File: src/hw/rtl/dtw_pkg.sv
// Shared types and constants for the DTW cost-matrix block.
// No dependencies.
package dtw_pkg;
  localparam int FEAT_W = 16;
  localparam int COST_W = 32;
  localparam logic [COST_W-1:0] COST_INF = '1;
  localparam int DIFF_W = 17;
  localparam int SQ_W = 34;     // |d|^2 fits 34 bits
  localparam int SUM_W = 36;    // three squares
  localparam int ROOT_W = 18;   // floor sqrt of 36 bits

  typedef enum logic [1:0] {
    DIR_UP   = 2'd0,
    DIR_LEFT = 2'd1,
    DIR_DIAG = 2'd2
  } dir_t;

  typedef struct packed {
    logic signed [FEAT_W-1:0] f0;
    logic signed [FEAT_W-1:0] f1;
    logic signed [FEAT_W-1:0] f2;
  } feat_vec_t;

  typedef enum logic [3:0] {
    ST_IDLE = 4'b0001,
    ST_DIST = 4'b0010,
    ST_SQRT = 4'b0100,
    ST_EMIT = 4'b1000
  } state_t;
endpackage

File: src/hw/rtl/dtw_cell.sv
// One cell of the cost chain: holds the previous-column cost of its row and
// shifts it to the neighbor when shift is high. Depends on dtw_pkg.
module dtw_cell (
  input  logic                       clk,
  input  logic                       load_start,
  input  logic [dtw_pkg::COST_W-1:0] start_val,
  input  logic                       shift,
  input  logic [dtw_pkg::COST_W-1:0] cost_in,
  output logic [dtw_pkg::COST_W-1:0] cost_out
);
  import dtw_pkg::*;

  logic [COST_W-1:0] cost_r;

  always_ff @(posedge clk) begin
    if (load_start) cost_r <= start_val;
    else if (shift) cost_r <= cost_in;
  end

  assign cost_out = cost_r;
endmodule

File: config.mk
export PLATFORM = sky130hd
export DESIGN_NAME = dtw_cell
export DESIGN_NICKNAME = d
export VERILOG_FILES = /design/src/hw/rtl/dtw_pkg.sv /design/src/hw/rtl/dtw_cell.sv
export SDC_FILE = /design/constraint.sdc
export NUM_CORES = 1
export LEC_CHECK = 0
export BUFFER_PORTS_ARGS = -buffer_cell sky130_fd_sc_hd__buf_2
export CORE_MARGIN = 2
export CORE_UTILIZATION = 45
export CTS_CLUSTER_SIZE = 12
export DETAILED_ROUTE_END_ITERATION = 6
export GPL_ROUTABILITY_DRIVEN = 1
export MAX_ROUTING_LAYER = met4
export PLACE_DENSITY_LB_ADDON = 0.1
export SETUP_SLACK_MARGIN = 0.5
export SYNTH_ARGS = -nofsm -noshare
export SYNTH_HDL_FRONTEND = slang
export SYNTH_SLANG_ARGS = --single-unit
File: constraint.sdc
create_clock -name clk -period 4.85 [get_ports clk]
set_input_delay 0.485 -clock clk [delete_from_list [all_inputs] [get_ports clk]]
set_output_delay 0.485 -clock clk [all_outputs]
set_load 0.03 [all_outputs]
---- Yosys cells after proc, flatten, opt, wreduce, memory -nomap -nowiden ----
Cells that the tools add are included.
operators by class
  multiplexer cells ....................... 2
  reductions and logical operators ........ 1
operators by type and width
  kind                count
  $mux W32            2
  $reduce_bool A2 Y1  1
word-level totals
  flip-flop bits (word level) ............. 32
  word-level logic and storage cells ...... 4

---- Depth between registers and ports, before layout ----
Gate-level depths: netlist (run 1).
  word-level depth ........................ 2
  depth in mapped cells ................... 3
  depth with buffers taken out ............ 1

---- Worst setup path after synthesis (run 1) ----
No wires, ideal clock.
  kind .................................... in2reg
  from .................................... in load_start
  to ...................................... reg cost_r[0], in the netlist cost_out[0] (enable)
  setup time .............................. 0.390 ns
  arrival time ............................ 1.507 ns
  data required time ...................... 4.460 ns
  path slack .............................. 2.952 ns
  cell stages on the path ................. 3
  cells stage by stage .................... buf_6 buf_12 or2_1
between the ends
  longest elaborated chain between the ends .. 1
ends and longest elaborated chain
  what                                 line            source
  start: declaration                   dtw_cell.sv:5   input logic load_start,
  $reduce_bool A2 Y1 (no source line)  --
  end signal: assignment               dtw_cell.sv:16  if (load_start) cost_r <= start_val;
  end signal: assignment               dtw_cell.sv:17  else if (shift) cost_r <= cost_in;
  end: declaration                     dtw_cell.sv:13  logic [COST_W-1:0] cost_r;
No other way between the ends.
A chain may end at the register's enable or synchronous reset.

---- Worst setup path in the final report (run 1) ----
  from .................................... in load_start
  to ...................................... reg cost_r[21], in the netlist cost_out[21] (enable)
The elaborated chain is that of the path after synthesis.

==> reports/metrics.yaml, run 1 <==
global_route:
  grt_antenna_before_repair: 0
  gr-total-overflow: 0
  grt_max_degree: 34
  grt_usage_pct: 14.7
  grt_pass1_vias: 844
  grt_pass1_wl_mm: 3.80
synth:
  yosys_warnings: 0
  yosysTopAreaCell: "edfxtp_1"
  synth_top_cell_area_share_pct: 63.7
  synth_cell_type_count: 6
  synth_area_leaders: "edfxtp_1, mux2_4, buf_12"
  syn_inst: 69
  ys_ff_latch: 32
  synth_area_um2: 1510
  postSynthAreaPerCell_um2: 21.9
  synth_nets: 136
  ys_seq_area_share_pct: 63.7
placement:
  io_buffers: 98
  place_congestion: 0.664
  hpwl_mm: 2.09
cells_and_area:
  largest_register_ffs: 32
  nets: 238
  final_util_pct: 62.1
  insertedDiodeCount: 0
  area_growth_pct: 35.2
  layout-drive-gt1-share_pct: 80.1
cts:
  path_clk_slew_ns: 0.10
  clk_path_buf_depth: 2
  htreeDepth: 2
  cts.repair.resized: 0
  cts_setup_buffers: 0
  cts.sinks: 32
  cts-buffers-inserted: 5
  cts-root-buf: "clkbuf_4"
  hold_buffers: 0
  tritoncts: "done"
run_status:
  status: "completed"
critical_path:
  slowest_delay_ns: 0.72
  crit_path_cell_trace: "buf_2, or2_1, buf_4"
  worst-path-buf-inv: 2
  path_max_fanout: 33
  cp.required_ns: 4.84
  cp_top_family: "buffers and inverters"
  crit_slowest_cell: "buf_2"
  cp-end-kind: "register"
  worstSetupStartpointType: "input pin"
  crit_type: "in2reg"
  arrival_ns: 1.96
timing:
  grt_setup_unrepaired: "no"
  finalSetupViolCount: 0
  fmax_mhz: 506
  worstMarginPinSlew_ns: 0.956
  period_minus_slack_ns: 1.98
  relSlewSlack_pct: 36.2
  drv_slew: 0
  finalHoldViolCount: 0
  fin_crit_sh_pct: 40.7
  setup_tns_ns: 0
power_and_ir_drop:
  finalPower_uw: 646
  worst_ir_drop_vdd_mv: 0.199
  p_per_area_nw_per_um2: 317
  p_leak_nw: 0.996
floorplan:
  num_rows: 21
  start_util_pct: 45.9
  die_x_um: 61.9
  core_area_um2: 3280
  dieArea_um2: 3830
  die_h_um: 61.9
  ioPinCount: 99
route:
  dr_wl_met3_um: 319
  vias_per_cell: 4.41
  wl_met1_mm: 1.03
  drt-pass1-iter-count: 4
  top_layer_used: "met4"
  ant_nets: 0
  vias: 958
  wl_met2_mm: 1.35
  first_iter_violations: 22
  drt_wl_total_mm: 2.72
  drc: 0
  wl_per_cell_um: 12.5
flow_run:
  max-cap-violations: 0
min_path:
  hold_path.class: "in2reg"
## where the power goes
| group | leakage [nW] | switching, mW | internal [mW] |
|---|---|---|---|
| clock network | 0.0281 | 0.0819 | 0.0533 |
| logic | 0.642 | 0.0956 | 0.0693 |
| registers | 0.326 | 0.00678 | 0.339 |
## metrics by stage
step	worst slack, ns	hold slack [ns]	std cells	area (um^2)
finish	2.87	0.456	217	2040
global route	2.77	0.425	217	2040
CTS	2.85	0.442	217	2040
detailed placement	2.49	0.789	210	1990
global placement	2.61	0.786	210	1990
floorplan	2.95	0.702	69	1510
## metal layers
metal,vias to the layer above,track usage (%)
li1,472,-
met1,422,16.7
met2,62,22.7
met3,2,7.04
met4,0,5.47
met5,-,-
## final cells by class
class                      instances  area [um^2]
tap                               46         57.6
sequential                        32          961
clock buffer                       6         41.3
clock inverter                     1         5.00
fill                             263         1250
multi-input combinational         33          475
timing repair buffer              99          498
## cell usage in the layout (no fill, tap or decap)
cell,count
clkbuf_4,5
buf_4,1
mux2_2,3
clkbuf_1,1
buf_2,98
or2_1,1
edfxtp_1,32
clkinv_2,1
mux2_4,29
## kinds of logic after synthesis
logic type | after synthesis | share of synthesized area [%]
AND/OR/NAND/NOR | 1 | 0.415
multiplexers | 32 | 31.1
flip-flops | 32 | 63.7
buffers and inverters | 4 | 4.73
## final timing paths
check	cells past startpoint	endpoint	start	slack, ns
worst max-delay path	3	cost_out[21]	load_start	2.87
worst min-delay path	2	cost_out[16]	start_val[16]	0.46
## synth_stat cells
library cell  count
mux2_4           29
edfxtp_1         32
buf_12            3
buf_6             1
or2_1             1
mux2_2            3
No activity file was read; power rests on OpenSTA's default activity.
==> run 2: changes to the inputs <==
--- a/config.mk
+++ b/config.mk
@@ -7,7 +7,7 @@
 export LEC_CHECK = 0
 export BUFFER_PORTS_ARGS = -buffer_cell sky130_fd_sc_hd__buf_2
 export CORE_MARGIN = 2
-export CORE_UTILIZATION = 45
+export CORE_UTILIZATION = 41
 export CTS_CLUSTER_SIZE = 12
 export DETAILED_ROUTE_END_ITERATION = 6
 export GPL_ROUTABILITY_DRIVEN = 1
==> constraint.sdc (replaced) <==
create_clock -name clk -period 1.85 [get_ports clk]
set_input_delay 0.185 -clock clk [delete_from_list [all_inputs] [get_ports clk]]
set_output_delay 0.185 -clock clk [all_outputs]
set_load 0.03 [all_outputs]
==> reports/metrics.yaml, run 2 (synthesis gave the netlist of run 1 again) <==
run_status:
  status: "completed"
route:
  drt_wl_total_mm: 2.78
  first_iter_violations: 41
  drc: 0
  ant_nets: 0
  vias_per_cell: 4.41
  drt-pass1-iter-count: 4
  vias: 970
  wl_per_cell_um: 12.7
cts:
  clk_path_buf_depth: 2
  htreeDepth: 2
  hold_buffers: 0
  cts.sinks: 32
  cts_setup_buffers: 0
  path_clk_slew_ns: 0.06
  cts.repair.resized: 0
  cts-root-buf: "clkbuf_8"
  cts-buffers-inserted: 5
  tritoncts: "done"
timing:
  fmax_mhz: 975
  period_minus_slack_ns: 1.03
  relSlewSlack_pct: 52.0
  fin_crit_sh_pct: 55.4
  whs_ns: 0.210
  finalHoldViolCount: 0
  worstMarginPinSlew_ns: 0.720
  setup_tns_ns: 0
  finalSetupViolCount: 0
  grt_setup_unrepaired: "no"
  drv_slew: 0
floorplan:
  dieArea_um2: 4180
  num_rows: 22
  die_h_um: 64.6
  ioPinCount: 99
  core_area_um2: 3610
  die_x_um: 64.6
  start_util_pct: 41.8
critical_path:
  slowest_delay_ns: 0.38
  worst-path-buf-inv: 1
  crit_type: "reg2out"
  arrival_ns: 0.84
  cp_top_family: "flip-flops"
  cp.required_ns: 1.66
  cp-end-kind: "output port"
  crit_path_cell_trace: "buf_2"
  crit_slowest_cell: "edfxtp_1"
  path_max_fanout: 1
  worstSetupStartpointType: "register"
cells_and_area:
  largest_register_ffs: 32
  final_area_um2: 2080
  insertedDiodeCount: 0
  nets: 239
  layout-drive-gt1-share_pct: 80.8
  final_common_cell: "buf_2"
  area_growth_pct: 37.9
  final_cell_mix: "buf_2, edfxtp_1, mux2_4"
min_path:
  hold_path.class: "in2reg"
global_route:
  grt_pass1_wl_mm: 4.13
  grt_pass1_vias: 955
  grt_antenna_before_repair: 0
  grt_max_degree: 33
  gr-total-overflow: 0
  grt_usage_pct: 13.8
power_and_ir_drop:
  p_per_area_nw_per_um2: 876
  worst_ir_drop_vdd_mv: 0.338
  p_leak_nw: 1.01
placement:
  io_buffers: 98
  place_congestion: 0.685
  placed_cell_area_um2: 2000
flow_run:
  max-cap-violations: 0
==> run 2: changes by cell type in the layout (fill, tap and decap cells not counted), sizes merged <==
cell | previous run | this run
buf | 99 | 100
==> run 2: path summary, 6_finish.rpt <==
check	start	slack (ns)	depth (start not counted)	endpoint
worst max-delay path	cost_out[2]	0.82	1	cost_out[2]
worst min-delay path	cost_in[13]	0.21	2	cost_out[13]
==> run 2: layout make-up <==
class / count / area [um^2]
Multi-Input combinational cell: 33 / 475
Fill cell: 312 / 1530
Timing Repair Buffer: 100 / 505
Tap cell: 48 / 60.1
Clock buffer: 6 / 72.6
Sequential cell: 32 / 961
Clock inverter: 1 / 5.00
==> run 2: where the power goes <==
group          switching (mW)  leakage [nW]  total, mW  internal (mW)
combinational           0.251         0.647      0.432          0.182
clock                   0.224        0.0410      0.479          0.255
sequential             0.0184         0.326      0.909          0.891
==> run 2: through the flow <==
step | instances | utilization, % | setup slack, ns | power [mW]
floorplan | 69 | - | 0.551 | 1.22
global placement | 213 | 55.5 | 0.598 | 1.35
detailed placement | 213 | 55.5 | 0.575 | 1.36
CTS | 220 | 57.7 | 0.805 | 1.84
global route | 220 | 57.7 | 0.783 | 1.90
finish | 220 | 57.7 | 0.824 | 1.82
==> run 2: layer usage <==
layer,vias to the layer above,part of all wire (%),track usage [%]
li1,471,-,-
met4,0,0.43,3.99
met2,54,50,22.0
met5,-,0,-
met3,2,10,6.08
met1,443,40,16.0
==> run 3: changes to the inputs <==
--- a/config.mk
+++ b/config.mk
@@ -5,9 +5,10 @@
 export SDC_FILE = /design/constraint.sdc
 export NUM_CORES = 1
 export LEC_CHECK = 0
+export ABC_AREA = 1
 export BUFFER_PORTS_ARGS = -buffer_cell sky130_fd_sc_hd__buf_2
 export CORE_MARGIN = 2
-export CORE_UTILIZATION = 41
+export CORE_UTILIZATION = 40
 export CTS_CLUSTER_SIZE = 12
 export DETAILED_ROUTE_END_ITERATION = 6
 export GPL_ROUTABILITY_DRIVEN = 1
==> constraint.sdc (replaced) <==
create_clock -name clk -period 0.95 [get_ports clk]
set_input_delay 0.095 -clock clk [delete_from_list [all_inputs] [get_ports clk]]
set_output_delay 0.095 -clock clk [all_outputs]
set_load 0.03 [all_outputs]
==> reports/metrics.yaml, run 3 <==
placement:
  hpwl_mm: 2.19
  io_buffers: 98
  dp_cells: 278
  place_congestion: 0.730
  placed_cell_area_um2: 1910
power_and_ir_drop:
  p_seq_share_pct: 48.6
  p_per_area_nw_per_um2: 1430
  p_comb_share_pct: 32.0
  power.switching_mw: 1.16
  p_int_mw: 2.56
  p_leak_nw: 1.32
  p_sw_share_pct: 31.1
  finalPower_mw: 3.71
  worst_ir_drop_vdd_mv: 1.20
  p_clk_share_pct: 19.4
floorplan:
  ioPinCount: 99
  die_x_um: 63.2
  dieArea_um2: 3990
  num_rows: 21
  start_util_pct: 41.7
  die_h_um: 63.2
  core_area_um2: 3360
synth:
  synth_top_cell_area_share_pct: 68.6
  syn_inst: 137
  yosys_warnings: 0
  synth_nets: 204
  synth_enable_flop_cells: 32
  yosysTopAreaCell: "edfxtp_1"
  ys.flop_type: "edfxtp_1"
  synth_area_leaders: "edfxtp_1, nand2_1, buf_6"
  synth_commonest_cells: "nand2_1, edfxtp_1, buf_6"
  synth.most_common_cell: "nand2_1"
  async_reset_ff_share_pct: 0
  ys_ff_latch: 32
  synth_cell_type_count: 6
  synth_area_um2: 1400
  postSynthAreaPerCell_um2: 10.2
  ys_seq_area_share_pct: 68.6
cts:
  cts.sinks: 32
  htreeDepth: 2
  path_clk_slew_ns: 0.09
  hold_buffers: 0
  cts-root-buf: "clkbuf_4"
  cts-buffers-inserted: 5
  tritoncts: "done"
  clk_path_buf_depth: 2
cells_and_area:
  final_util_pct: 77.2
  final_area_um2: 2600
  largest_register_ffs: 32
  nets: 313
  area_growth_pct: 85.3
  layout-drive-gt1-share_pct: 69.2
  final_cell_mix: "buf_2, nand2_1, buf_6"
  nFillCells: 257
  final_common_cell: "buf_2"
  fin_cells: 293
  insertedDiodeCount: 0
min_path:
  hold_path.class: "in2reg"
  hold_depth: 3
critical_path:
  crit_type: "reg2out"
  worstSetupStartpointType: "register"
  slowest_delay_ns: 0.41
  critical_path_cell_count: 1
  worst-path-buf-inv: 1
  cp_top_family: "flip-flops"
  crit_path_cell_trace: "buf_6"
  crit_slowest_cell: "edfxtp_1"
  arrival_ns: 0.90
  path_max_fanout: 1
  cp.required_ns: 0.85
  cp-end-kind: "output port"
global_route:
  grt_pass1_vias: 1265
  grt_max_degree: 33
  gr-total-overflow: 0
  grt_usage_pct: 19.7
  grt_antenna_before_repair: 0
  grt_pass1_wl_mm: 5.75
run_status:
  status: "complete, but fails checks"
  failed_checks: "setup timing"
timing:
  fin_crit_sh_pct: 105
  finalHoldViolCount: 0
  relSlewSlack_pct: 90.7
  fmax_mhz: 1000
  worstMarginPinSlew_ns: 0.139
  drv_slew: 0
  period_minus_slack_ns: 1.00
  setup_slack_ns: -0.0496
  finalSetupViolCount: 32
  grt_setup_unrepaired: "yes"
route:
  drc: 0
  vias_per_cell: 4.61
  ant_nets: 0
  vias: 1352
  first_iter_violations: 36
  drt-pass1-iter-count: 4
  wl_per_cell_um: 12.7
  drt_wl_total_mm: 3.71
flow_run:
  max-cap-violations: 0
-- run 3: cell types whose count changed after synthesis, moves of 3 or more --
cell,delta
mux2_2,-3
mux2_4,-29
nand2_1,+96
buf_12,-3
buf_6,+3
buf_4,+3
-- run 3: what timing repair did --
action / 4_1_cts / 5_1_grt
resized for setup: 117 / 48
buffers inserted: 2 / 0
pin swaps: 38 / 30
cloned: 5 / 0
setup endpoints to repair: 96 / 96
-- run 3: final cells by class --
cell class	count	area, um^2	share of cell area (%)
sequential	32	961	37.0
timing repair buffer	106	867	33.4
multi-input combinational	100	643	24.8
tap	46	57.6	2.22
clock buffer	5	37.5	1.45
inverter	1	16.3	0.627
clock inverter	3	13.8	0.530
-- run 3: worst paths after layout --
kind,startpoint,to
worst max-delay path,cost_out[9],cost_out[9]
worst min-delay path,cost_in[7],cost_out[7]
-- run 3: per-stage QoR --
stage                     worst slack, ns  TNS (ns)  hold WS [ns]
after floorplan                     0.101         0         0.274
after global placement            0.00791         0         0.359
after detailed placement           0.0107         0         0.363
after CTS                         -0.0540     -1.00       0.00749
after global routing              -0.0976     -2.33       0.00439
final                             -0.0496    -0.699        0.0187
-- run 3: kinds of logic (layout without fill, tap and decap cells) --
kind of cell  after synthesis  count (layout)  synth area share [%]
simple gates               97             100                  26.2
flops                      32              32                  68.6
buf+inv                     8             115                  5.27
-- run 3: power by group through the flow --
stage	Clock [mW]	Sequential (mW)	Combinational, mW
detailed placement	0	1.79	0.791
CTS	0.739	1.80	1.10
finish	0.719	1.80	1.19
floorplan	0	2.13	0.171
global route	0.814	1.82	1.26
global placement	0	1.79	0.789
-- run 3: per-layer routing --
| metal | share of wire, % | track usage, % |
|---|---|---|
| met5 | 0 | - |
| met4 | 1.4 | 8.97 |
| met3 | 8.4 | 5.36 |
| met2 | 53 | 31.5 |
| met1 | 37 | 23.4 |
