<file path="config.mk">
export PLATFORM = sky130hd
export DESIGN_NAME = dtw_isqrt
export DESIGN_NICKNAME = d
export VERILOG_FILES = /design/src/hw/rtl/dtw_pkg.sv /design/src/hw/rtl/dtw_isqrt.sv
export SDC_FILE = /design/constraint.sdc
export NUM_CORES = 1
export LEC_CHECK = 0
export BUFFER_PORTS_ARGS = -buffer_cell sky130_fd_sc_hd__buf_2
export CAP_MARGIN = 10
export CORE_MARGIN = 3
export CORE_UTILIZATION = 50
export DETAILED_ROUTE_END_ITERATION = 12
export PLACE_DENSITY = 0.69
export SLEW_MARGIN = 20
export SYNTH_ARGS = -nofsm -noshare
export SYNTH_HDL_FRONTEND = slang
export SYNTH_SLANG_ARGS = --single-unit
</file>
<file path="constraint.sdc">
create_clock -name clk -period 10.4 [get_ports clk]
set_input_delay 1.04 -clock clk [delete_from_list [all_inputs] [get_ports clk]]
set_output_delay 1.04 -clock clk [all_outputs]
set_load 0.01 [all_outputs]
</file>
<file path="src/hw/rtl/dtw_pkg.sv">
// Shared types and constants for the DTW cost-matrix block.
// No dependencies.
package dtw_pkg;
  localparam int FEAT_W = 16;
  localparam int COST_W = 32;
  localparam logic [COST_W-1:0] COST_INF = '1;
  localparam int DIFF_W = 17;
  localparam int SQ_W = 34;     // |d|^2 fits 34 bits
  localparam int SUM_W = 36;    // three squares
  localparam int ROOT_W = 18;   // floor sqrt of 36 bits

  typedef enum logic [1:0] {
    DIR_UP   = 2'd0,
    DIR_LEFT = 2'd1,
    DIR_DIAG = 2'd2
  } dir_t;

  typedef struct packed {
    logic signed [FEAT_W-1:0] f0;
    logic signed [FEAT_W-1:0] f1;
    logic signed [FEAT_W-1:0] f2;
  } feat_vec_t;

  typedef enum logic [3:0] {
    ST_IDLE = 4'b0001,
    ST_DIST = 4'b0010,
    ST_SQRT = 4'b0100,
    ST_EMIT = 4'b1000
  } state_t;
endpackage

</file>
<file path="src/hw/rtl/dtw_isqrt.sv">
// Bit-serial floor square root, one result bit per cycle, ROOT_W result bits in all.
// Depends on dtw_pkg.
module dtw_isqrt (
  input  logic                        clk,
  input  logic                        rst_n,
  input  logic                        go,
  input  logic [dtw_pkg::SUM_W-1:0]   radicand,
  output logic                        done,
  output logic [dtw_pkg::ROOT_W-1:0]  root
);
  import dtw_pkg::*;

  logic [SUM_W-1:0]  rem_r, rem_nxt;
  logic [ROOT_W-1:0] res_r, res_nxt;
  logic [4:0]        cnt_r, cnt_nxt;
  logic              busy_r, busy_nxt;
  logic [SUM_W+1:0]  trial;
  logic [SUM_W+1:0]  bit_v;

  // classic restoring method: bit walks down two places per step
  always_comb begin
    bit_v = '0;
    bit_v[{cnt_r, 1'b0}] = 1'b1;
    trial = {2'b0, rem_r} - ({{(SUM_W+2-ROOT_W){1'b0}}, res_r} << ({1'b0, cnt_r} + 6'd1))
            - bit_v;
    rem_nxt = rem_r;
    res_nxt = res_r;
    cnt_nxt = cnt_r;
    busy_nxt = busy_r;
    if (go) begin
      rem_nxt = radicand;
      res_nxt = '0;
      cnt_nxt = 5'(ROOT_W - 1);
      busy_nxt = 1'b1;
    end else if (busy_r) begin
      if (!trial[SUM_W+1]) begin
        rem_nxt = trial[SUM_W-1:0];
        res_nxt = res_r | (ROOT_W'(1) << cnt_r);
      end
      if (cnt_r == '0) busy_nxt = 1'b0;
      else cnt_nxt = cnt_r - 5'd1;
    end
  end

  always_ff @(posedge clk) begin
    rem_r <= rem_nxt;
    res_r <= res_nxt;
    cnt_r <= cnt_nxt;
    if (!rst_n) busy_r <= 1'b0;
    else busy_r <= busy_nxt;
  end

  assign done = busy_r && (cnt_r == '0);
  assign root = res_nxt;
endmodule

</file>
# [Word-level counts from Yosys, hierarchy flattened]
# Index checks and enable logic that the tools add are counted.
[classes] n_addsub=4 order_cmp=2 n_eq_ne=1 shifts=2 n_mux=11 bitwise=2 n_reduce_logical=6
[ops] cell="two-way mux 36 bit" count=3
[ops] cell="two-way mux 18 bit" count=3
[ops] cell="left shift 18 x 6 -> 38 bit" count=1
[ops] cell="subtractor 36 x 38 -> 38 bit" count=1
[ops] cell="subtractor 38 x 37 -> 38 bit" count=1
[ops] cell="bitwise OR 18 bit" count=1
[ops] cell="left shift 1 x 5 -> 18 bit, first input constant" count=1
[ops] cell="less-than comparator 6 x 7 -> 1 bit, second input constant" count=1
[ops] cell="adder 5 x 1 -> 6 bit, second input constant" count=1
[ops] cell=">= comparator 6 x 1 -> 1 bit, second input constant" count=1
[ops] cell="demux 1 bit (select 5 bit)" count=1
[ops] cell="logical NOT 5 bit" count=1
[ops] cell="subtractor 5 x 1 -> 5 bit, second input constant" count=1
[ops] cell="two-way mux 1 bit" count=4
[ops] cell="AND reduction 2 bit" count=2
[ops] cell="logical AND 1 bit" count=2
[ops] cell="!= test 2 bit, second input constant" count=1
[ops] cell="nonzero test 2 bit" count=1
[ops] cell="inverter 1 bit" count=1
[totals] regBits=60 in_bits=39 output_inout_bits=19 wordCells=32

# [Longest topological paths before layout]
# Gate-level depths: netlist (run 1).
[depth] word_depth=8 mapped_depth=27 depth_no_buf=21

# [Worst setup path before layout (run 1)]
# OpenSTA, ideal clock, no wires.
[synth_timing] path_type="reg2reg" start="register cnt_r[0]" end="register rem_r[0], enable pin" setup_time_ps=437 t_arrival_ps=6818 t_required_ps=9963 setup_slack_ps=3145 path_stages_with_launch=26 path_buffers=6 period_less_slack_ps=7255 path_cell_list="dfxtp_1 > buf_2 > inv_1 > clkbuf_1 > ha_1 > buf_4 > buf_8 > clkbuf_1 > mux4_2 > mux2_2 > nor2_1 > a21oi_1 > a21oi_1 > nor2_1 > fa_1 > inv_1 > ha_1 > and4_1 > and3_1 > o311a_4 > o31ai_4 > nor4b_2 > nor2_4 > xnor2_2 > buf_6 > o21bai_1"
[synth_between] elab_chain_len=7 word_cells_on_any_way=11 classes_between="add/sub (3); order compare (2); eq/ne (1); shift (1); mux (2); reduce/logical (2)"
[synth_rtl] element="start, declared" line="dtw_isqrt.sv:15" text="logic [4:0] cnt_r, cnt_nxt;"
[synth_rtl] element="start signal, assigned" line="dtw_isqrt.sv:48" text="cnt_r <= cnt_nxt;"
[synth_rtl] element="branches (longest 4 deep; another with subtractor 36 x 38 -> 38 bit)"
[synth_rtl] element="subtractor 38 x 37 -> 38 bit *" line="dtw_isqrt.sv:25" text="- bit_v;"
[synth_rtl] element="!= test 2 bit (no line) *"
[synth_rtl] element="AND reduction 2 bit (no line) *"
[synth_rtl] element="end signal, assigned" line="dtw_isqrt.sv:46" text="rem_r <= rem_nxt;"
[synth_rtl] element="end, declared" line="dtw_isqrt.sv:13" text="logic [SUM_W-1:0] rem_r, rem_nxt;"
# Every way passes the cells marked *.
# A chain may end at the register's enable or synchronous reset.

# [Worst setup path in the final report (run 1)]
[layout_timing] start="register cnt_r[0]" end="output port root[14] (netlist name)"
[layout_between] elab_chain_len=8 word_cells_on_any_way=14 classes_between="add/sub (3); order compare (2); shift (2); mux (5); bitwise (1); reduce/logical (1)"
[layout_rtl] element="branches (longest 5 deep; another with subtractor 36 x 38 -> 38 bit)"
[layout_rtl] element="two-way mux 18 bit *" line="dtw_isqrt.sv:36" text="if (!trial[SUM_W+1]) begin"
[layout_rtl] element="two-way mux 18 bit *" line="dtw_isqrt.sv:35" text="end else if (busy_r) begin"
[layout_rtl] element="two-way mux 18 bit *" line="dtw_isqrt.sv:30" text="if (go) begin"
[layout_rtl] element="end, declared" line="dtw_isqrt.sv:9" text="output logic [dtw_pkg::ROOT_W-1:0] root"
# Marked as above.

==> impl_metrics.env, run 1 <==
export IMPL_fillers=1234
export IMPL_ys_flop_type="edfxtp_1"
export IMPL_synth_top_cell_by_area="edfxtp_1"
export IMPL_yosys_top_cells_area="edfxtp_1 16%, ha_1 12%, dfxtp_1 7.1%"
export IMPL_viasPerCell=5.69
export IMPL_cts_hold_buffers=0
export IMPL_first_global_vias=5720
export IMPL_n_antenna_cell=0
export IMPL_io_buffer_count=57
export IMPL_clk_latency_ps=340
export IMPL_cts_buffers=9
export IMPL_post_cts_setup_buffers=0
export IMPL_setup_worst_path_end_class="output port"
export IMPL_skew_ps=7.55
export IMPL_antenna_left=0
export IMPL_peakVddDrop_mv=0.141
export IMPL_die_area_um2=15000
export IMPL_finalHoldViolCount=0
export IMPL_synth_top_family_by_area="compound AO/OA/AOI/OAI gates"
export IMPL_synthAdderAreaFrac_pct=17.2
export IMPL_yosys_area_share_simple_pct=17.9
export IMPL_finalPower_mw=2.05
export IMPL_synth_top_area_share_pct=15.9
export IMPL_arrival_ps=6920
export IMPL_final_cell_mix="126 x inv_1, 84 x nand2_1, 62 x ha_1, 60 x a21oi_1"
export IMPL_rsz0062_at_grt="false"
export IMPL_globalRoute_totalOverflow=0
export IMPL_status="completed"
export IMPL_tritoncts="done"
export IMPL_die_y_um=123
export IMPL_clock_path_buffers=2
export IMPL_ys_warnings_count=0
export IMPL_drive_gt1_share_pct=13.1
export IMPL_initial_utilization_pct=52.6
export IMPL_crit_required_ps=9360
export IMPL_muxShareOfSynthArea_pct=5.65
export IMPL_synth_cells=846
export IMPL_grt_start_max_net_pins=109
export IMPL_cp_start_kind="register"
export IMPL_syn_nets=967
export IMPL_min_period_ps=7960
export IMPL_routed_wl_um=17900
export IMPL_drt_pass1_iter_count=5
export IMPL_tns_ps=0
export IMPL_initialDrtViolationCount=592
export IMPL_async_flop_share_pct=0
export IMPL_tightest_slew_ps=1030
export IMPL_slew_headroom_pct=31.0
export IMPL_grt_first_pass_wirelength_um=29100
export IMPL_track_usage_pct=24.9
export IMPL_ys_seq_elements=60
export IMPL_whs_ps=504
export IMPL_antenna_found_initial=0
export IMPL_areaGrowthSynthToFinish_pct=10.2
export IMPL_cts_reportedPaths_clkPinSlew_ps=50
export IMPL_place_inst=1041
export IMPL_pin_count=58
export IMPL_rows=41
export IMPL_synth_distinct_cells=73
export IMPL_pre_cts_ws_ps=2610
export IMPL_setup_ws_ps=2440
export IMPL_syn_area_per_cell_um2=8.03
export IMPL_dpl_cell_area_um2=7180
export IMPL_crit_type="reg -> out"
export IMPL_hp_class="reg -> reg"
export IMPL_period_share_pct=76.6
export IMPL_p_leak_nw=3.25
export IMPL_post_cts_resized=0
export IMPL_synth_xor_area_share_pct=4.62
export IMPL_wire_per_inst_um=16.9
export IMPL_ys_seq_area_share_pct=23.0
export IMPL_cts_sinks=60
export IMPL_drv_cap=0
export IMPL_globalplace_congestion=0.957
export IMPL_die_x_um=123
export IMPL_synth_edf_count=36
export IMPL_final_util_pct=57.9
export IMPL_cts_root_buf="clkbuf_16"
export IMPL_drv_slew=0
export IMPL_h_tree_depth=3
export IMPL_num_vias=6015
export IMPL_synth_cell_area_um2=6800
export IMPL_setup_viol=0
export IMPL_drc=0
export IMPL_final_cells=1057
export IMPL_nets=1001
export IMPL_critPathMaxFanout=33
export IMPL_powerDensity_nw_per_um2=274
export IMPL_final_common_cell="inv_1"
export IMPL_synth_compound_area_share_pct=22.0
export IMPL_hpwlAfterDp_um=13600
export IMPL_timing_fmax_mhz=126
export IMPL_finalInstanceArea_um2=7490
export IMPL_core_area_um2=12900
logic make-up (layout without fill, tap and decap cells):
family,count (synthesis),in the layout
XOR/XNOR,35,35
AND/OR/NAND/NOR,244,244
adder cells (fa/ha/maj),82,82
multiplexers,33,33
AO/OA/AOI/OAI,225,225
buffers and inverters,167,206
flip-flops,60,60
path summary, 6_finish.rpt:
| path | startpoint | slack, ps | end | depth (start not counted) |
|---|---|---|---|---|
| max | cnt_r[0] | 2440 | root[14] | 23 |
| max reg2reg | cnt_r[0] | 3580 | rem_r[11] | 23 |
| min reg2reg | res_r[9] | 500 | res_r[9] | 2 |
| min | res_r[9] | 500 | res_r[9] | 2 |
cell usage after synthesis, types with 9 or more instances:
master and n:
a21o_1 17, a21oi_1 60, and2_1 12, and3_1 13, clkbuf_1 31, dfxtp_1 24
edfxtp_1 36, fa_1 19, ha_1 63, inv_1 126, mux2_2 13, mux2i_1 17
nand2_1 84, nand2b_1 9, nand3_1 19, nor2_1 56, nor3b_1 10, o21ai_0 48
o22ai_1 11, o32ai_1 20, xnor2_1 21, xor2_1 13
metal layers:
| layer | up-vias | GRT usage (%) | wire length (µm) | part of all wire [%] |
|---|---|---|---|---|
| li1 | 3028 | - | - | - |
| met4 | 0 | 10.0 | 552 | 3.1 |
| met3 | 33 | 4.24 | 977 | 5.5 |
| met5 | - | 0 | 0 | 0 |
| met2 | 209 | 38.9 | 7920 | 44 |
| met1 | 2745 | 34.2 | 8410 | 47 |
worst max-delay path: stages (launching register included):
cell and delay [ps]:
dfxtp_1 300, buf_4 280, inv_1 310, ha_2 850, mux2_2 420, nor2_1 90, a21oi_1 50, nor2b_1 140
a41oi_1 250, nand2_1 80, o21ai_0 150, o22ai_1 180, fa_1 550, inv_1 50, ha_1 400, and4_1 260
and3_1 180, o311a_4 210, o31ai_4 90, nor4b_2 360, nor2_4 80, xnor2_2 820, o32ai_1 240, buf_2 210
final cells by class:
cell class,instances,area (µm²),share of cell area (%)
multi-input cells,619,4590,61.3
clock inverters,3,15.0,0.200
repair buffers,64,340,4.54
flip-flops and latches,60,1560,20.8
clock buffers,13,293,3.91
well taps,172,215,2.87
inverters,126,473,6.31
report_power, final:
part           switching, mW  leakage [nW]  internal [mW]
clock                  0.111         0.156          0.196
sequential            0.0288         0.557          0.368
combinational          0.803          2.54          0.543
flip-flops by register name (all words and copies together) (netlist names):
register / flops
busy_r: 1
cnt_r: 5
res_r: 18
rem_r: 36
Note: power is estimated with default switching activity, not from simulation.
==> inputs of run 2 (changes only) <==
==> constraint.sdc (replaced) <==
create_clock -name clk -period 7.5 [get_ports clk]
set_input_delay 0.75 -clock clk [delete_from_list [all_inputs] [get_ports clk]]
set_output_delay 0.75 -clock clk [all_outputs]
set_load 0.01 [all_outputs]
==> run 2 against run 1 <==
Worst setup slack worse by 1900 ps. Critical path depth is 1 higher. Clock skew is 1.9 ps higher. Combinational power is 40% higher. Critical path type unchanged. Largest cell class unchanged.
==> impl_metrics.env, run 2 (synthesis gave the netlist of run 1 again) <==
export IMPL_status="completed"
export IMPL_n_antenna_cell=0
export IMPL_tns_ps=0
export IMPL_initialDrtViolationCount=518
export IMPL_cts_hold_buffers=0
export IMPL_antenna_left=0
export IMPL_place_inst=1045
export IMPL_rsz0062_at_grt="false"
export IMPL_finalInstanceArea_um2=7500
export IMPL_final_cells=1061
export IMPL_critPathLaunch="cnt_r[0]"
export IMPL_h_tree_depth=3
export IMPL_cts_buffers=9
export IMPL_rr_startpoint="cnt_r[0]"
export IMPL_r2r_end="rem_r[26]"
export IMPL_p_leak_nw=3.26
export IMPL_rows=41
export IMPL_crit_type="reg -> out"
export IMPL_final_cell_mix="126 x inv_1, 84 x nand2_1, 62 x ha_1, 60 x a21oi_1"
export IMPL_finalPower_mw=2.84
export IMPL_regMostFlops="rem_r"
export IMPL_die_y_um=123
export IMPL_powerDensity_nw_per_um2=379
export IMPL_cts_root_buf="clkbuf_16"
export IMPL_io_buffer_count=57
export IMPL_dpl_cell_area_um2=7210
export IMPL_die_area_um2=15000
export IMPL_globalRoute_totalOverflow=0
export IMPL_min_period_ps=6930
export IMPL_r2r_cells=20
export IMPL_setup_viol=0
export IMPL_skew_ps=9.47
export IMPL_rrSetupSlack_ps=1160
export IMPL_crit_required_ps=6750
export IMPL_nets=1005
export IMPL_viasPerCell=5.68
export IMPL_finalHoldViolCount=0
export IMPL_tightest_slew_ps=953
export IMPL_drc=0
export IMPL_drv_slew=0
export IMPL_hpwlAfterDp_um=14100
export IMPL_clock_path_buffers=2
export IMPL_hp_class="reg -> reg"
export IMPL_wire_per_inst_um=17.4
export IMPL_whs_ps=517
export IMPL_period_share_pct=92.5
export IMPL_first_global_vias=5631
export IMPL_critPathMaxFanout=28
export IMPL_grt_first_pass_wirelength_um=29800
export IMPL_clk_latency_ps=350
export IMPL_globalplace_congestion=0.970
export IMPL_arrival_ps=6180
export IMPL_grt_start_max_net_pins=109
export IMPL_areaGrowthSynthToFinish_pct=10.4
export IMPL_routed_wl_um=18500
export IMPL_antenna_found_initial=0
export IMPL_top_regs="rem_r: 36 flops, res_r: 18 flops, cnt_r: 5 flops"
export IMPL_drv_cap=0
export IMPL_die_x_um=123
export IMPL_cp_start_kind="register"
export IMPL_drive_gt1_share_pct=13.4
export IMPL_timing_fmax_mhz=144
export IMPL_tritoncts="done"
export IMPL_peakVddDrop_mv=0.226
export IMPL_largest_reg_flops=36
export IMPL_initial_utilization_pct=52.6
export IMPL_core_area_um2=12900
export IMPL_fillers=1256
export IMPL_crit_end="root[10]"
export IMPL_num_vias=6023
export IMPL_setup_worst_path_end_class="output port"
export IMPL_slew_headroom_pct=36.4
export IMPL_cts_reportedPaths_clkPinSlew_ps=60
export IMPL_track_usage_pct=25.4
export IMPL_drt_pass1_iter_count=5
export IMPL_cts_sinks=60
export IMPL_post_cts_setup_buffers=0
export IMPL_post_cts_resized=0
export IMPL_pin_count=58
export IMPL_final_common_cell="inv_1"
run 2: power by group:
| group | switching (mW) | internal [mW] |
|---|---|---|
| sequential | 0.0423 | 0.511 |
| combinational | 1.12 | 0.770 |
| clock | 0.157 | 0.242 |
| total | 1.32 | 1.52 |
run 2: stage by stage:
stage          setup slack (ps)  utilization [%]
5_1_grt                    60.2             58.0
3_3_place_gp                778             55.8
4_1_cts                     267             57.9
3_5_place_dp                655             55.8
2_1_floorplan               245                -
6_report                    566             58.0
run 2: cell type report:
class                           count  area, µm²  area share, %
Clock inverter                      4       21.3          0.284
Clock buffer                       12        258           3.44
Sequential cell                    60       1560           20.8
Tap cell                          172        215           2.87
Timing Repair Buffer               68        370           4.94
Multi-Input combinational cell    619       4600           61.4
Inverter                          126        473           6.31
run 2: routing by layer:
metal | part of all wire [%] | track usage [%] | vias to the layer above | wire (µm)
li1 | - | - | 3034 | -
met5 | 0 | 0 | - | 0
met2 | 45 | 38.7 | 222 | 8250
met3 | 5.9 | 4.10 | 29 | 1090
met4 | 2.3 | 8.47 | 0 | 423
met1 | 47 | 36.6 | 2738 | 8700
run 2: worst min-delay path by stage:
stage	from	endpoint	slack, ps	cells after the start
after global placement	res_r[15]	res_r[15]	490	2
after global routing	res_r[14]	res_r[14]	540	2
after floorplan	busy_r	cnt_r[4]	490	2
after CTS	res_r[14]	res_r[14]	510	2
final	res_r[2]	res_r[2]	520	2
after detailed placement	res_r[9]	res_r[9]	500	2
run 2: critical path, cell delays in order (launching register included):
cell and delay [ps]:
dfxtp_1 460, inv_1 90, ha_1 370, buf_4 360, mux2_2 390, nor2_1 100, a21oi_1 80, nor2b_1 150
a41oi_1 260, nand2_1 80, o21ai_0 130, o22ai_1 200, fa_1 550, inv_1 50, ha_1 420, and4_1 260
and3_1 180, o311a_4 210, o31ai_4 100, nor4b_2 370, nor2_4 80, xnor2_2 140, buf_4 210, o32ai_1 370
buf_2 200
==> inputs of run 3 (changes only) <==
==> constraint.sdc (replaced) <==
create_clock -name clk -period 6.5 [get_ports clk]
set_input_delay 0.65 -clock clk [delete_from_list [all_inputs] [get_ports clk]]
set_output_delay 0.65 -clock clk [all_outputs]
set_load 0.01 [all_outputs]
==> run 3 against run 2 <==
Critical path type unchanged. Clock skew is 3.6 ps lower. Routed wire length shrank 0.57%. Clock-buffer cell count unchanged. Cell count up 0.75%. Largest cell class unchanged. Worst hold slack lost 9.7 ps. First-iteration DRC count decreased by 13%. Worst setup slack lost 260 ps. Clock power rose by 17%. Largest power group unchanged. Highest routed layer unchanged. Via count up 0.78%.
==> impl_metrics.env, run 3 (synthesis gave the netlist of run 1 again) <==
export IMPL_fillers=1234
export IMPL_powerDensity_nw_per_um2=434
export IMPL_routed_wl_um=18300
export IMPL_largest_reg_flops=36
export IMPL_clock_path_buffers=2
export IMPL_netSwitchingFraction_pct=46.8
export IMPL_final_util_pct=59.9
export IMPL_timing_fmax_mhz=162
export IMPL_drv_cap=0
export IMPL_status="completed"
export IMPL_rows=41
export IMPL_r2r_end="rem_r[26]"
export IMPL_p_leak_nw=3.35
export IMPL_globalplace_congestion=1.01
export IMPL_die_x_um=123
export IMPL_cp_cell_sequence="inv_1, ha_1, buf_12, mux2_2, nor2_1, nor2_1, mux2_2, a21oi_1, o22ai_1, fa_1, inv_1, ha_1, and3_1, nand2_1, o221ai_1, a221oi_1, o21ai_0, nor2_4, xnor2_2, buf_6, o32ai_2, buf_2"
export IMPL_finalHoldViolCount=0
export IMPL_wire_per_inst_um=17.2
export IMPL_power_share_clock_pct=13.9
export IMPL_tritoncts="done"
export IMPL_tns_ps=0
export IMPL_drt_pass1_iter_count=4
export IMPL_crit_type="reg -> out"
export IMPL_final_cell_mix="126 x inv_1, 84 x nand2_1, 62 x ha_1, 59 x a21oi_1"
export IMPL_slew_headroom_pct=28.4
export IMPL_dpl_cell_area_um2=7270
export IMPL_antenna_found_initial=0
export IMPL_critPathMaxStageDelay_ps=540
export IMPL_clk_latency_ps=350
export IMPL_cp_start_kind="register"
export IMPL_grt_start_max_net_pins=109
export IMPL_initialDrtViolationCount=453
export IMPL_drc=0
export IMPL_crit_required_ps=5850
export IMPL_rr_startpoint="cnt_r[1]"
export IMPL_nets=1013
export IMPL_cts_sinks=60
export IMPL_setup_viol=0
export IMPL_cts_reportedPaths_clkPinSlew_ps=50
export IMPL_switchingPower_mw=1.57
export IMPL_setup_worst_path_end_class="output port"
export IMPL_hp_class="in -> reg"
export IMPL_hpwlAfterDp_um=13900
export IMPL_post_cts_setup_buffers=0
export IMPL_h_tree_depth=3
export IMPL_arrival_ps=5540
export IMPL_grt_first_pass_wirelength_um=29500
export IMPL_drive_gt1_share_pct=16.8
export IMPL_combPwrFrac_pct=67.0
export IMPL_regMostFlops="rem_r"
export IMPL_first_global_vias=5709
export IMPL_intPower_mw=1.79
export IMPL_areaGrowthSynthToFinish_pct=14.0
export IMPL_drv_slew=0
export IMPL_r2r_cells=19
export IMPL_top_regs="rem_r: 36 flops, res_r: 18 flops, cnt_r: 5 flops"
export IMPL_globalRoute_totalOverflow=0
export IMPL_critical_path_slowest_cell="fa_1"
export IMPL_core_area_um2=12900
export IMPL_period_share_pct=95.2
export IMPL_skew_ps=5.91
export IMPL_viasPerCell=5.68
export IMPL_tightest_slew_ps=1070
export IMPL_track_usage_pct=25.1
export IMPL_critPathMaxFanout=27
export IMPL_num_vias=6070
export IMPL_io_buffer_count=57
export IMPL_antenna_left=0
export IMPL_finalInstanceArea_um2=7750
export IMPL_initial_utilization_pct=52.6
export IMPL_whs_path_depth=2
export IMPL_worstHoldStart="rst_n"
export IMPL_hold_end="busy_r"
export IMPL_die_y_um=123
export IMPL_cts_hold_buffers=0
export IMPL_cts_buffers=9
export IMPL_cts_root_buf="clkbuf_16"
export IMPL_pin_count=58
export IMPL_min_period_ps=6190
export IMPL_die_area_um2=15000
export IMPL_n_antenna_cell=0
export IMPL_seq_power_share_pct=19.0
export IMPL_rrSetupSlack_ps=780
export IMPL_final_common_cell="inv_1"
export IMPL_peakVddDrop_mv=0.291
## run 3: worst max-delay path by stage
stage                  start  endpoint  slack (ps)  depth (start not counted)
floorplan           cnt_r[0]  rem_r[0]          10                         25
global placement    cnt_r[1]  root[14]         470                         24
detailed placement  cnt_r[1]  root[10]         310                         24
CTS                 cnt_r[1]  root[10]           2                         24
global route        cnt_r[1]   root[3]          -4                         24
finish              cnt_r[1]  root[10]         310                         22
## run 3: cell type report
class	count	area, µm²	area share (%)
repair buffers	76	447	5.77
inverters	126	473	6.11
multi-input cells	619	4760	61.5
flip-flops and latches	60	1560	20.2
clock inverters	4	21.3	0.275
clock buffers	12	267	3.44
well taps	172	215	2.78
## run 3: critical path: cells and delay by family, from the launching register on
kind / cells / cell delay [ps]
flops: 1 / 380
simple gates: 5 / 500
fa+ha+maj: 3 / 1270
mux: 2 / 640
buf+inv: 5 / 700
xor+xnor: 1 / 140
compound gates: 6 / 1520
## run 3: power by group through the flow
| stage | registers (mW) | logic [mW] | clock network, mW |
|---|---|---|---|
| 4_1_cts | 0.638 | 2.17 | 0.475 |
| 5_1_grt | 0.651 | 2.53 | 0.491 |
| 6_report | 0.639 | 2.25 | 0.468 |
| 2_1_floorplan | 0.627 | 1.71 | 0 |
| 3_3_place_gp | 0.642 | 2.14 | 0 |
| 3_5_place_dp | 0.645 | 2.15 | 0 |
## run 3: routing by layer
metal  share of wire, %  global-route usage [%]
met4                2.6                    10.1
met3                4.6                    4.38
met2                 45                    38.1
met5                  0                       0
met1                 48                    35.6
## run 3: repair_timing
item | in CTS | in global routing
resized for setup | 1 | 28
pin swaps | 0 | 2
setup endpoints to repair | 14 | 18
endpoints found under the hold margin | 0 | 0
## run 3: stage by stage
| step | instances | hold WS [ps] | power (mW) | setup WS [ps] |
|---|---|---|---|---|
| floorplan | 846 | 491 | 2.34 | 13.5 |
| CTS | 1069 | 504 | 3.28 | 2.50 |
| detailed placement | 1053 | 494 | 2.79 | 313 |
| finish | 1069 | 507 | 3.36 | 309 |
| global placement | 1053 | 490 | 2.78 | 471 |
| global route | 1069 | 520 | 3.67 | -3.68 |
